File: src/rtl/core/lpht_pkg.sv
`timescale 1ns / 1ps
// ----------------------------------------------------------------------------
// Linear probe hash table package
// Shared constants, codes and the command and status structs that join the
// controller and the datapath.
// ----------------------------------------------------------------------------
package lpht_pkg;

    localparam int SLOTS_DEFAULT       = 256;
    localparam int KEY_BYTES_DEFAULT   = 8;
    localparam int VALUE_WIDTH_DEFAULT = 32;

    localparam int KEY_BITS    = 64;
    localparam int VALUE_BITS  = 32;
    localparam int OCC_BITS    = 9;
    localparam int OP_BITS     = 2;
    localparam int STATUS_BITS = 2;

    localparam logic [KEY_BITS-1:0] FNV_BASIS = 64'hCBF2_9CE4_8422_2325;

    localparam logic [1:0] ST_EMPTY = 2'd0;
    localparam logic [1:0] ST_USED  = 2'd1;
    localparam logic [1:0] ST_TOMB  = 2'd2;

    localparam logic [OP_BITS-1:0] OP_LOOKUP = 2'd0;
    localparam logic [OP_BITS-1:0] OP_INSERT = 2'd1;
    localparam logic [OP_BITS-1:0] OP_REMOVE = 2'd2;

    localparam logic [STATUS_BITS-1:0] STATUS_DONE     = 2'd0;
    localparam logic [STATUS_BITS-1:0] STATUS_NOTFOUND = 2'd1;
    localparam logic [STATUS_BITS-1:0] STATUS_FULL     = 2'd2;

    typedef struct packed {
        logic clear;
        logic load;
        logic hash_step;
        logic probe_start;
        logic probe_next;
        logic finish;
    } lpht_cmd_t;

    typedef struct packed {
        logic clear_last;
        logic op_valid;
        logic hash_done;
        logic probe_stop;
    } lpht_sts_t;

endpackage

File: src/rtl/core/lpht_ctrl.sv
`timescale 1ns / 1ps
// ----------------------------------------------------------------------------
// Linear probe hash table controller
// Sequences the clearing pass, hashing, probing and the final update, and
// owns both channel handshakes.
// ----------------------------------------------------------------------------
module lpht_ctrl (
    input  logic                aclk,
    input  logic                aresetn,
    input  logic                s_valid,
    output logic                s_ready,
    output logic                m_valid,
    input  logic                m_ready,
    input  lpht_pkg::lpht_sts_t sts,
    output lpht_pkg::lpht_cmd_t cmd
);
    import lpht_pkg::*;

    localparam logic [2:0] S_CLEAR  = 3'd0;
    localparam logic [2:0] S_IDLE   = 3'd1;
    localparam logic [2:0] S_HASH   = 3'd2;
    localparam logic [2:0] S_CHECK  = 3'd3;
    localparam logic [2:0] S_FINISH = 3'd4;

    logic [2:0] state_reg;
    logic [2:0] state_next;
    logic       m_valid_reg;
    logic       m_valid_next;

    always_comb begin
        cmd          = '0;
        state_next   = state_reg;
        m_valid_next = m_valid_reg && !m_ready;
        unique case (state_reg)
            S_CLEAR: begin
                cmd.clear = 1'b1;
                if (sts.clear_last) begin
                    state_next = S_IDLE;
                end
            end
            S_IDLE: begin
                if (s_valid) begin
                    cmd.load   = 1'b1;
                    state_next = sts.op_valid ? S_HASH : S_FINISH;
                end
            end
            S_HASH: begin
                if (sts.hash_done) begin
                    cmd.probe_start = 1'b1;
                    state_next      = S_CHECK;
                end else begin
                    cmd.hash_step = 1'b1;
                end
            end
            S_CHECK: begin
                if (sts.probe_stop) begin
                    state_next = S_FINISH;
                end else begin
                    cmd.probe_next = 1'b1;
                end
            end
            S_FINISH: begin
                if (!m_valid_reg || m_ready) begin
                    cmd.finish   = 1'b1;
                    m_valid_next = 1'b1;
                    state_next   = S_IDLE;
                end
            end
            default: begin
                state_next = S_IDLE;
            end
        endcase
    end

    always_ff @(posedge aclk) begin
        if (!aresetn) begin
            state_reg   <= S_CLEAR;
            m_valid_reg <= 1'b0;
        end else begin
            state_reg   <= state_next;
            m_valid_reg <= m_valid_next;
        end
    end

    assign s_ready = (state_reg == S_IDLE);
    assign m_valid = m_valid_reg;

endmodule

File: config.mk
export PLATFORM = sky130hd
export DESIGN_NAME = lpht_ctrl
export DESIGN_NICKNAME = d
export VERILOG_FILES = /design/src/rtl/core/lpht_pkg.sv /design/src/rtl/core/lpht_ctrl.sv
export SDC_FILE = /design/constraint.sdc
export NUM_CORES = 1
export LEC_CHECK = 0
export BUFFER_PORTS_ARGS = -buffer_cell sky130_fd_sc_hd__buf_2
export CAP_MARGIN = 30
export CORE_AREA = 2 2 39 41
export CTS_CLUSTER_DIAMETER = 40
export DETAILED_ROUTE_END_ITERATION = 8
export DIE_AREA = 0 0 41 43
export PLACE_DENSITY = 0.47
export SLEW_MARGIN = 20
export SYNTH_ARGS = -nofsm -noshare
export SYNTH_HDL_FRONTEND = slang
export SYNTH_SLANG_ARGS = --single-unit
File: constraint.sdc
create_clock -name aclk -period 3.3 [get_ports aclk]
set_input_delay 0.66 -clock aclk [delete_from_list [all_inputs] [get_ports aclk]]
set_output_delay 0.66 -clock aclk [all_outputs]
set_load 0.01 [all_outputs]
==> out/qor.txt <==
Syn Area/Cell - 8.94 um^2
Unique masters post-synth - 26
Warnings from Yosys - 0
Clock Skew - 0.000817 ns
Total gr overflow - 0
Critical Path RT - 2.64 ns
Layout cells sized above 1 - 0.460
Clk_lat worst skew - 0.23 ns
Clk slew on worst S/H paths - 0.04 ns
IO Port Bufs - 15
Finished Layout Cells - 66
Floorplan row count - 14
Cell taking the most area after synthesis - dfxtp_1
Post-synth top cells - 4 x dfxtp_1, 3 x nor2_1, 2 x and2_1, 2 x mux2i_1, 2 x nor3b_1
Synth Flop Type - dfxtp_1
Final Cycle Share - 0.605
Die Ht - 43 um
Peak Freq - 501 MHz
Unrepaired setup endpoints after global routing - false
Power Density - 372 nW/um^2
Max Buffers Root-to-Sink - 2
Seq/Total Area, Yosys - 0.263
Clock sinks - 4
Met2 usage - 0.131
DR pass1 iterations - 1
Final hold slack - 0.575 ns
FFs w/ async S/R, synth - 0
Max Cap Violations - 0
TritonCTS buffer count - 3
Ant. Diodes - 0
Syn Std Cell Area - 304 um^2
TritonCTS clock tree - done
#FFs+latches synth - 4
Critical Path Sink Type - output port
Leak - 0.188 nW
Relative slew slack - 0.700
Detailed-route vias per instance - 4.64
Synth Net Count - 42
Final Util - 0.296
Startpoint types - register
Fin. Hold Viols - 0
Post-route ant nets - 0
Top area cells in the synthesized netlist - dfxtp_1 26%, mux2i_1 6.6%, nand4bb_2 5.3%
Post-synth top area share - 0.263
HP Class - register to register
Vias - 306
Top-count cell post-synth - dfxtp_1
Number of flip-flops in the largest register - 3
CTS H-tree depth - 1
Setup TNS - 0 ns
Core Area - 1380 um^2
Die width - 41 um
Global route hottest layer - met2
VDD IR max - 0.000152 V
Avg WL per Cell - 10.4 um
Post-route design area - 409 um^2
Largest net degree at the start of global routing - 15
Post-cts resize count - 0
M3 GR Usage - 0.0471
EDFF count, synth - 0
Placed Area - 387 um^2
Final wirelength - 685 um
Sequential Area - 80.1 um^2
Final Net Count - 60
Post-Place Cells - 63
Die ar. - 1760 um^2
Synth Instances - 34
Area of the multi-input gates - 208 um^2
Post-CTS Hold Fix Bufs - 0
Worst Path Arrival - 1.34 ns
Final setup violation count - 0
Initial Util - 0.220
Status - finished, final reports clean
Crit Path Max Fanout - 10
FILL cells - 176
First-pass GRT wire length - 1040 um
Post-CTS Repair Setup Buffers - 0
Final Max Tran Viols - 0
Met1 Usage GRT - 0.0929
Tmin final - 2.00 ns
1st-iter DRT viols - 0
Initial antenna violation count - 0
Worst Max-Slew Pin Slew - 0.449 ns
DRC - 0
CP Class - register to output port
Vias in the first global route - 272
CTS Root Buffer Type - clkbuf_4
GRT Resource Usage Total - 0.0923
Area growth from synthesis to layout - 34.6%
Num ports - 16
Gpl congestion - 0.618
-- through the flow --
| step | power [mW] | setup WS (ns) |
|---|---|---|
| 6_report | 0.152 | 1.30 |
| 5_1_grt | 0.163 | 1.17 |
| 4_1_cts | 0.158 | 1.29 |
| 3_5_place_dp | 0.0959 | 1.52 |
| 3_3_place_gp | 0.0961 | 1.52 |
| 2_1_floorplan | 0.0825 | 1.58 |
-- where the power goes --
group | internal [mW] | leakage, nW | total, mW | switching [mW]
clock network | 0.0405 | 0.0138 | 0.0578 | 0.0173
logic | 0.0191 | 0.142 | 0.0353 | 0.0163
registers | 0.0519 | 0.0327 | 0.0591 | 0.00725
-- worst paths after layout --
check | start | end | slack, ns | cells after the start
max reg2reg | state_reg[1] | state_reg[0] | 1.98 | 3
min | state_reg[2] | state_reg[0] | 0.57 | 1
min reg2reg | state_reg[2] | state_reg[0] | 0.57 | 1
max | state_reg[0] | cmd[4] | 1.30 | 4
-- logic make-up after synthesis --
| group | synth area share |
|---|---|
| mux | 0.103 |
| buf+inv | 0.0535 |
| compound gates | 0.198 |
| simple gates | 0.383 |
| flops | 0.263 |
-- area by class of cell --
cell class,instances,area share
tap,16,0.0489
clock buffer,3,0.0550
multi-input combinational,27,0.508
sequential,4,0.196
timing repair buffer,15,0.183
inverter,1,0.00917
-- cells in the final DEF (no fill, tap or decap), types with 2 or more instances in the layout --
master / instances
and2_1: 2
buf_2: 15
clkbuf_4: 3
dfxtp_1: 4
mux2i_1: 2
nor2_1: 3
nor3b_1: 2
-- worst max-delay path: stages (launching register included) --
cell	delay (ns)
dfxtp_1	0.46
or2b_1	0.30
nor2_1	0.11
and2_1	0.13
buf_2	0.12
-- layer usage --
layer	share of wire	vias to the layer above
li1	-	162
met4	0.016	0
met5	0	-
met2	0.47	12
met3	0.092	2
met1	0.42	130
No activity file was read; power rests on OpenSTA's default activity.
